===== src/rtl/mzec_pkg.sv =====
package mzec_pkg;

   localparam int WIN_MAX = 16;
   localparam int IDX_W   = $clog2(WIN_MAX);
   localparam int FILL_W  = IDX_W + 1;
   localparam int SMP_W   = 32;
   localparam int MA_W    = 72;
   localparam int MB_W    = 40;
   localparam int MP_W    = 112;
   localparam int DIG_W   = 4;
   localparam int LVL_W   = 48;

   localparam logic [2:0] REG_TP_WIN  = 3'd0;
   localparam logic [2:0] REG_RTT_WIN = 3'd1;
   localparam logic [2:0] REG_JIT_WIN = 3'd2;
   localparam logic [2:0] REG_Z_LIMIT = 3'd3;
   localparam logic [2:0] REG_TP_GAIN = 3'd4;
   localparam logic [2:0] REG_RTT_GAIN = 3'd5;
   localparam logic [2:0] REG_JIT_GAIN = 3'd6;

   typedef struct packed {
      logic             start;
      logic [MA_W-1:0]  a;
      logic [MB_W-1:0]  b;
      logic [DIG_W-1:0] ndig;
   } mul_req_type;

   typedef struct packed {
      logic             clear;
      logic             insert;
      logic [SMP_W-1:0] x;
   } sort_req_type;

endpackage


===== src/rtl/mzec_sort.sv =====
module mzec_sort
   import mzec_pkg::*;
(
   input  logic              clock,
   input  logic              reset,
   input  sort_req_type      req,
   input  logic [FILL_W-1:0] n,
   output logic [SMP_W:0]    twice_median
);

   logic [SMP_W-1:0]  lane_ff [WIN_MAX];
   logic [FILL_W-1:0] cnt_ff;
   logic [WIN_MAX-1:0] gt;
   logic [IDX_W-1:0]  mid;
   logic [IDX_W-1:0]  mid_lo;

   always_comb begin
      for (int k = 0; k < WIN_MAX; k++) begin
         gt[k] = (FILL_W'(k) < cnt_ff) && (lane_ff[k] > req.x);
      end
   end

   always_ff @(posedge clock) begin
      if (reset || req.clear) begin
         cnt_ff <= '0;
      end else if (req.insert) begin
         cnt_ff <= cnt_ff + 1'b1;
      end
   end

   // shift larger entries up by one, drop the new value into the gap
   always_ff @(posedge clock) begin
      if (req.insert) begin
         for (int k = 0; k < WIN_MAX; k++) begin
            if (k > 0 && gt[(k > 0) ? k-1 : 0]) begin
               lane_ff[k] <= lane_ff[(k > 0) ? k-1 : 0];
            end else if (gt[k] || FILL_W'(k) == cnt_ff) begin
               lane_ff[k] <= req.x;
            end
         end
      end
   end

   assign mid    = n[FILL_W-1:1] == FILL_W'(WIN_MAX/2) ? IDX_W'(WIN_MAX/2)
                                                      : n[IDX_W:1];
   assign mid_lo = mid - 1'b1;

   always_comb begin
      if (n[0]) begin
         twice_median = {lane_ff[mid], 1'b0};
      end else begin
         twice_median = {1'b0, lane_ff[mid_lo]} + {1'b0, lane_ff[mid]};
      end
   end

endmodule


===== config.mk =====
export PLATFORM = sky130hd
export DESIGN_NAME = mzec_sort
export DESIGN_NICKNAME = d
export VERILOG_FILES = /design/src/rtl/mzec_pkg.sv /design/src/rtl/mzec_sort.sv
export SDC_FILE = /design/constraint.sdc
export NUM_CORES = 2
export LEC_CHECK = 0
export BUFFER_PORTS_ARGS = -buffer_cell sky130_fd_sc_hd__buf_2
export CAP_MARGIN = 20
export CORE_MARGIN = 2
export CORE_UTILIZATION = 41
export DETAILED_ROUTE_END_ITERATION = 8
export GPL_ROUTABILITY_DRIVEN = 0
export PLACE_DENSITY_LB_ADDON = 0.05
export SETUP_SLACK_MARGIN = 0.05
export SLEW_MARGIN = 20
export SYNTH_ARGS = -nofsm -noshare
export SYNTH_HDL_FRONTEND = slang
export SYNTH_SLANG_ARGS = --single-unit

===== constraint.sdc =====
create_clock -name clock -period 9.6 [get_ports clock]
set_clock_uncertainty 0.2 [all_clocks]
set_input_delay 0.96 -clock clock [delete_from_list [all_inputs] [get_ports clock]]
set_output_delay 0.96 -clock clock [all_outputs]
set_load 0.005 [all_outputs]

==> results.cfg <==
[layout]
drive_above_1_share_pct = 27.3
nets = 4233
final_common_cell = ha_1
syn2layout_area_growth_pct = 10.4
stdcell_count = 5092
layout.cells.most_common_list = 547 x ha_1, 512 x edfxtp_1, 452 x mux2_2, 285 x nand2_1, 229 x a21oi_1

[clocking]
clockBufferDepth = 3
cts_resized = 0
clk_pin_slew_ps = 60
hold_buffers = 0
cts_tree = done
clock_sinks = 517
cts_htree_levels = 3
numCtsBuffers = 69
clockRootBuffer = clkbuf_16
post_cts_buffers = 0
clock_latency_ps = 680

[critical_path]
critical_path_class = in -> out
max_stage_delay_ps = 940
r2r_start = lane_ff[9][15]
required_ps = 8440
crit_path_cell_trace = buf_2 -> inv_1 -> ha_4 -> a21oi_4 -> buf_4 -> mux4_2 -> mux4_2 -> ha_1 -> o21ai_0 -> a21oi_1 -> buf_4 -> o31ai_1 -> o21ai_0 -> a31oi_1 -> mux2_2 -> o31ai_1 -> buf_2
rr_worst_depth = 9
endpoint_kind = output pin
r2r_end = lane_ff[10][25]
slowest_stage = a31oi_1
r2r_slack_ps = 3820
critPathLaunchType = input pin
crit_fanout = 22
arrival_ps = 7990

[die]
ios = 74
initial_core_util_pct = 41.2
die_y_microns = 329
die_x_microns = 329
core-area_sq_mm = 0.105
die_area_sq_mm = 0.108
rows = 119

[grt]
grt-ovfl-total = 0
track_usage_pct = 35.4
antenna_found_initial = 7
grt_pass1_wl_mm = 271
grt_max_degree = 83
grt_pass1_vias = 34400

[run]
maxCapViolations = 0

[sta]
fin_crit_sh_pct = 95.4
maxSlewHeadroom_pct = 26.0
rsz0062_at_grt = false
hold_violations = 0
slew_violations = 0
fmax_mhz = 109
tightest_slew_ps = 1100
setup_tns_ps = 0
finalSetupViolCount = 0
finalCriticalPeriod_ps = 9150

[power]
max-vdd-ir-drop_mv = 0.123
p_int_w = 0.00477
comb_power_share_pct = 20.9
switchingPower_w = 0.00204
switching_share_pct = 30.0
p_seq_share_pct = 36.6
leakagePower_nw = 18.7
p_clk_share_pct = 42.5
power.density_mw_per_mm2 = 142

[placement]
hpwl_mm = 139
dp.cells = 4963
port_buffers = 73

[min_path]
holdPathStages = 2
hold_path_end = cnt_ff[0]
hp-class = reg -> reg
hold_path_startpoint = cnt_ff[0]

[route]
drt_wl_total_mm = 193
wl_per_cell_microns = 38.0
route.detailed.drc = 0
firstDrtPassIters = 7
drt_iter0_drc = 4832
via_count = 35400
antenna_left = 0
vias_per_cell = 6.96

[yosys]
synth.avg_cell_area_sq_um = 12.0
syn_nets = 4209
yosys_warnings = 0
yosysSeqAreaShare_pct = 35.8
netlist_area_sq_mm = 0.0433
postSynthCellCount = 3619
synthArstFlopShare_pct = 0
synth-edff-count = 512
ys_ff_latch = 517
synthFlopType = edfxtp_1
ys_types = 94

[run_status]
status = completed
==> state kept, by name, indices dropped and copies added, names as in the netlist <==
name and count:
lane_ff 512, cnt_ff 5
==> worst max-delay path: cells and delay by family <==
family          cells  cell delay [ps]
compound gates      7             3650
fa+ha+maj           2              670
mux                 3             1440
buf+inv             5             1240
==> stage by stage <==
step                cell area [sq um]  total power [W]  util (%)  setup slack [ps]  hold WS [ps]
floorplan                       43300          0.00340         -              3060           347
global placement                45300          0.00389      43.2               858           380
detailed placement              45300          0.00391      43.2               707           381
CTS                             47800          0.00680      45.5               689           390
global route                    47800          0.00699      45.5               338           400
finish                          47800          0.00681      45.5               445           395
==> Yosys cell counts, types with 18 or more instances <==
cell / number / area (sq um)
nor3_1: 27 / 135
clkbuf_1: 64 / 240
a21o_1: 206 / 1550
o21a_1: 42 / 315
nand4_1: 112 / 701
mux2_4: 34 / 510
a21oi_1: 238 / 1190
inv_1: 84 / 315
o22ai_1: 54 / 338
buf_1: 18 / 67.6
o21ai_0: 66 / 330
a211oi_1: 23 / 173
buf_4: 34 / 255
nor2b_1: 31 / 194
buf_2: 76 / 380
nand2_1: 288 / 1080
a31oi_1: 45 / 282
mux4_2: 187 / 4210
ha_1: 548 / 6860
nand3_1: 30 / 150
nor2_1: 80 / 300
mux2i_1: 28 / 280
mux2_2: 452 / 5090
edfxtp_1: 512 / 15400
a221oi_1: 57 / 499
==> worst max path at each step <==
stage,start,end,depth (start not counted)
after CTS,n[1],twice_median[24],17
after floorplan,n[1],twice_median[30],18
after global routing,n[1],twice_median[24],17
after detailed placement,n[1],twice_median[24],17
after global placement,n[1],twice_median[24],17
final,n[1],twice_median[24],17
==> power by group through the flow <==
stage	Clock, W	Sequential [W]	Combinational (W)
2_1_floorplan	0	0.00253	0.000871
3_3_place_gp	0	0.00254	0.00135
3_5_place_dp	0	0.00254	0.00137
4_1_cts	0.00292	0.00249	0.00138
5_1_grt	0.00300	0.00249	0.00150
6_report	0.00289	0.00249	0.00142
==> cells by family after synthesis <==
| family | Yosys count | share of synthesized area [%] |
|---|---|---|
| adder cells (fa/ha/maj) | 549 | 15.9 |
| XOR/XNOR | 20 | 0.405 |
| buffers and inverters | 285 | 3.16 |
| multiplexers | 709 | 23.5 |
| flip-flops | 517 | 35.8 |
| AO/OA/AOI/OAI | 859 | 13.5 |
| AND/OR/NAND/NOR | 680 | 7.75 |
==> routing by layer <==
metal | GRT usage (%) | share of wire, % | vias up
met3 | 7.98 | 10 | 490
met2 | 52.8 | 43 | 2294
met4 | 18.5 | 6.2 | 4
met5 | 0 | 0.012 | -
li1 | - | - | 14700
met1 | 48.1 | 41 | 18000
==> final cells by class <==
class | instances | area [sq um]
diodes | 3 | 7.51
clock buffers | 78 | 1800
clock inverters | 48 | 663
fillers | 9568 | 57200
inverters | 85 | 319
multi-input cells | 2817 | 26700
flip-flops and latches | 517 | 15500
well taps | 1391 | 1740
repair buffers | 153 | 1050
No activity file was read; power rests on OpenSTA's default activity.
