===== config.mk =====
export PLATFORM = sky130hd
export DESIGN_NAME = mzec_mul
export DESIGN_NICKNAME = d
export VERILOG_FILES = /design/src/rtl/mzec_pkg.sv /design/src/rtl/mzec_mul.sv
export SDC_FILE = /design/constraint.sdc
export NUM_CORES = 1
export LEC_CHECK = 0
export ABC_CLOCK_PERIOD_IN_PS = 10850
export BUFFER_PORTS_ARGS = -buffer_cell sky130_fd_sc_hd__clkbuf_2
export CELL_PAD_IN_SITES_DETAIL_PLACEMENT = 0
export CELL_PAD_IN_SITES_GLOBAL_PLACEMENT = 1
export CORE_MARGIN = 3
export CORE_UTILIZATION = 48
export CTS_BUF_LIST = sky130_fd_sc_hd__clkbuf_4
export CTS_CLUSTER_SIZE = 14
export DETAILED_ROUTE_END_ITERATION = 7
export HOLD_SLACK_MARGIN = 0.05
export PLACE_DENSITY_LB_ADDON = 0.05
export SYNTH_ARGS = -nofsm -noshare
export SYNTH_HDL_FRONTEND = slang
export SYNTH_SLANG_ARGS = --single-unit

===== constraint.sdc =====
create_clock -name clock -period 10.85 [get_ports clock]
set_input_delay 1.085 -clock clock [delete_from_list [all_inputs] [get_ports clock]]
set_output_delay 1.085 -clock clock [all_outputs]
set_load 0.1 [all_outputs]

===== src/rtl/mzec_pkg.sv =====
package mzec_pkg;

   localparam int WIN_MAX = 16;
   localparam int IDX_W   = $clog2(WIN_MAX);
   localparam int FILL_W  = IDX_W + 1;
   localparam int SMP_W   = 32;
   localparam int MA_W    = 72;
   localparam int MB_W    = 40;
   localparam int MP_W    = 112;
   localparam int DIG_W   = 4;
   localparam int LVL_W   = 48;

   localparam logic [2:0] REG_TP_WIN  = 3'd0;
   localparam logic [2:0] REG_RTT_WIN = 3'd1;
   localparam logic [2:0] REG_JIT_WIN = 3'd2;
   localparam logic [2:0] REG_Z_LIMIT = 3'd3;
   localparam logic [2:0] REG_TP_GAIN = 3'd4;
   localparam logic [2:0] REG_RTT_GAIN = 3'd5;
   localparam logic [2:0] REG_JIT_GAIN = 3'd6;

   typedef struct packed {
      logic             start;
      logic [MA_W-1:0]  a;
      logic [MB_W-1:0]  b;
      logic [DIG_W-1:0] ndig;
   } mul_req_type;

   typedef struct packed {
      logic             clear;
      logic             insert;
      logic [SMP_W-1:0] x;
   } sort_req_type;

endpackage


===== src/rtl/mzec_mul.sv =====
module mzec_mul
   import mzec_pkg::*;
(
   input  logic             clock,
   input  logic             reset,
   input  mul_req_type      req,
   output logic             done,
   output logic [MP_W-1:0]  prod
);

   logic                    run_ff;
   logic                    done_ff;
   logic [DIG_W-1:0]        cnt_ff;
   logic [MA_W-1:0]         a_ff;
   logic [MB_W-1:0]         b_ff;
   logic [MP_W-1:0]         acc_ff;
   logic [MA_W+DIG_W-1:0]   pp;

   // radix-16 digit per cycle, most significant digit first
   assign pp = {{DIG_W{1'b0}}, a_ff} * {{MA_W{1'b0}}, b_ff[MB_W-1 -: DIG_W]};

   always_ff @(posedge clock) begin
      if (reset) begin
         run_ff  <= 1'b0;
         done_ff <= 1'b0;
      end else if (req.start) begin
         run_ff  <= 1'b1;
         done_ff <= 1'b0;
         cnt_ff  <= req.ndig;
         a_ff    <= req.a;
         b_ff    <= req.b;
         acc_ff  <= '0;
      end else if (run_ff) begin
         acc_ff  <= {acc_ff[MP_W-DIG_W-1:0], {DIG_W{1'b0}}}
                    + {{(MP_W-MA_W-DIG_W){1'b0}}, pp};
         b_ff    <= {b_ff[MB_W-DIG_W-1:0], {DIG_W{1'b0}}};
         cnt_ff  <= cnt_ff - 1'b1;
         if (cnt_ff == DIG_W'(1)) begin
            run_ff  <= 1'b0;
            done_ff <= 1'b1;
         end
      end else begin
         done_ff <= 1'b0;
      end
   end

   assign done = done_ff;
   assign prod = acc_ff;

endmodule


==> results.yml <==
status:
  status: "completed"
cts:
  h-tree-depth: 3
  ctsResizeCount: 0
  clock_path_buffers: 3
  cts-root-buf: "clkbuf_4"
  cts_sinks: 230
  cts_tree: "built"
  post_cts_buffers: 0
  cts_buffers: 73
  cts.clk_slew.worst_paths_ns: 0.06
  worstSkewPairLatency_ns: 0.83
  holdBufCountCts: 0
logic_synthesis:
  synth_area_per_cell_sq_um: 9.875
  synth_xor_area_share_pct: 2.832
  muxShareOfSynthArea_pct: 3.213
  synth-seq-cells: 230
  ys_seq_area_share_pct: 32.27
  synth-async-reset-ratio_pct: 0
  synth_ff_type: "edfxtp_1"
  synth-simple-area-share_pct: 18.35
  synthAdderAreaFrac_pct: 24.84
  synth_top_family_by_area: "adder cells"
  synth_compound_area_share_pct: 10.96
  synth_edf_count: 228
  syn_area_sq_um: 21340
  synth_nets: 2577
  ys_types: 78
  synth-warning-count: 0
  synthCells: 2161
sta:
  max_slew_margin_pct: 28.28
  fin_skew_ns: 0.05015
  drv_slew: 0
  grt_setup_unrepaired: "false"
  fin_ws_ns: 4.461
  fin_crit_sh_pct: 58.89
  fmax_mhz: 156.5
  worst_pin_slew_ns: 1.076
  min_period_ns: 6.389
  hold_viol_final: 0
  setup_viol: 0
  fin_tns_setup_ns: 0
worst_setup_path:
  crit_top_cell: "fa_1"
  rr_worst_depth: 17
  required_ns: 11.40
  cp_slowest_cell: "nor4_2"
  cp-start-kind: "register"
  cp.buffers_inverters: 2
  worstSetupPathType: "register to register"
  cp_max_fo: 72
  slowest_delay_ns: 0.66
  end_kind: "register"
  path_delay_family: "adder cells"
  cp.arrival_ns: 6.94
  crit_path_cell_trace: "buf_4, and2_1, fa_1, fa_1, inv_1, fa_1, fa_1, and2b_1, o2111ai_1, a31oi_1, o21a_1, o31ai_1, o2111a_1, nor4_2, o21bai_1, a211oi_1, mux2_2"
  rr_endpoint: "prod[111]"
  r2r_setup_slack_ns: 4.46
  r2r_start: "b_ff[38]"
final_layout:
  drive_above_1_share_pct: 17.93
  area_growth_pct: 12.14
  fin_area_sq_um: 23930
  nets: 2808
floorplan:
  design.die.area_sq_um: 47030
  ios: 232
  die_w_microns: 216.9
  row_count: 76
  coreArea_sq_um: 43460
  die_h_microns: 216.9
  initial_core_util_pct: 49.11
global_routing:
  grtUsageTotal_pct: 25.53
  antenna_found_initial: 4
  grt_max_degree: 92
  grt_first_pass_wirelength_microns: 94640
  first_global_vias: 17500
  gr-total-overflow: 0
placed_design:
  pre_cts_ws_ns: 4.434
  place_congestion: 0.9088
  portBuffers: 231
  placed_cell_area_sq_um: 22970
  hpwlAfterDp_microns: 43870
hold_path:
  hp-start: "req[76]"
  hold_end: "a_ff[32]"
  min_path_cells: 1
  hp-class: "primary input to register"
route:
  routed_wl_microns: 58360
  drcViolationCount: 0
  detail_route.first_pass.iterations: 7
  ant_nets: 0
  first_iter_violations: 765
  wl_per_cell_microns: 19.21
  vias_per_cell: 5.393
  vias: 16380
run:
  drv_cap: 0
## cell usage after synthesis (13+ instances only)
library cell | instances | area share [%]
inv_1 | 336 | 5.9
and2_1 | 292 | 8.6
edfxtp_1 | 228 | 32
fa_1 | 211 | 20
nor2_1 | 149 | 2.6
a21oi_1 | 119 | 2.8
nand2_1 | 92 | 1.6
ha_1 | 86 | 5.0
clkbuf_1 | 67 | 1.2
mux2_2 | 59 | 3.1
a21o_1 | 54 | 1.9
o21ai_0 | 47 | 1.1
nand4_1 | 44 | 1.3
nand3_1 | 39 | 0.91
xnor2_1 | 38 | 1.6
nor2b_1 | 32 | 0.94
xor2_1 | 31 | 1.3
nor3_1 | 27 | 0.63
o21a_1 | 18 | 0.63
o21bai_1 | 15 | 0.53
a211oi_1 | 13 | 0.46
## per-stage QoR
step	util, %	hold WS, ns	cells
finish	55.07	0.4371	3038
global route	55.07	0.3375	3038
CTS	55.04	0.3424	3033
detailed placement	52.87	0.4860	2902
global placement	52.87	0.4679	2902
floorplan	-	0.4600	2161
## worst max-delay path by stage
stage	start	endpoint	slack (ns)	cells after the start
finish	b_ff[38]	prod[111]	4.46	17
global route	b_ff[37]	prod[111]	4.10	17
CTS	b_ff[38]	prod[85]	4.39	17
detailed placement	b_ff[38]	prod[85]	4.43	17
global placement	b_ff[38]	prod[111]	4.57	17
floorplan	req[116]	b_ff[0]	1.70	5
## layout make-up
type	instances	area [sq um]
fill	4115	19530
multi-input combinational	1510	12860
sequential	230	6887
inverter	337	1265
timing repair buffer	240	1230
clock buffer	100	750.7
tap	585	732.0
clock inverter	31	193.9
antenna	5	12.51
## cells by family (layout without fill, tap and decap cells)
| family | after synthesis | in the layout |
|---|---|---|
| AOI/OAI and AO/OA | 353 | 353 |
| xor gates and xnor gates | 69 | 69 |
| adders and majority gates | 297 | 297 |
| buffers and inverters | 421 | 708 |
| DFF | 230 | 230 |
| muxes | 61 | 61 |
| other | 0 | 5 |
| and+or+nand+nor | 730 | 730 |
## registers in the layout, summed over array words and instances, names as in the netlist
signal	cells
prod	112
a_ff	72
b_ff	40
cnt_ff	4
done	1
run_ff	1
## cell usage in the layout (no fill, tap or decap), types with 10 or more instances in the layout
cell type and n:
xnor2_1 38, edfxtp_1 228, nor2_1 147, o31ai_1 10
clkinv_1 23, a31oi_1 10, ha_1 86, fa_1 211
a21oi_1 119, nor3_1 27, a21o_1 54, mux2_2 59
nand4_1 44, inv_1 336, or3_1 12, o21bai_1 15
nor2b_1 32, nand3_1 39, clkbuf_2 230, and2_1 292
and3_1 12, nand2_1 92, o21ai_0 47, a211oi_1 13
o21a_1 18, xor2_1 31, clkbuf_4 100
## routing by layer
metal / global-route usage (%) / routed length (microns) / vias to the layer above
met4: 8.045 / 1465 / 2
met3: 6.074 / 3547 / 108
met5: 0 / 9 / -
met1: 33.49 / 25250 / 8130
met2: 42.18 / 28090 / 460
li1: - / - / 7683
## worst reg2reg max path, stage by stage, from the launching register on
cell and delay, ns:
edfxtp_1 0.31, buf_4 0.58, and2_1 0.29, fa_1 0.46
fa_1 0.56, inv_1 0.06, fa_1 0.50, fa_1 0.44
and2b_1 0.24, o2111ai_1 0.17, a31oi_1 0.26, o21a_1 0.19
o31ai_1 0.15, o2111a_1 0.34, nor4_2 0.67, o21bai_1 0.25
a211oi_1 0.30, mux2_2 0.37
Power is not shown: default switching activity piles up to over one toggle a cycle in this logic, so the estimate is an artifact.
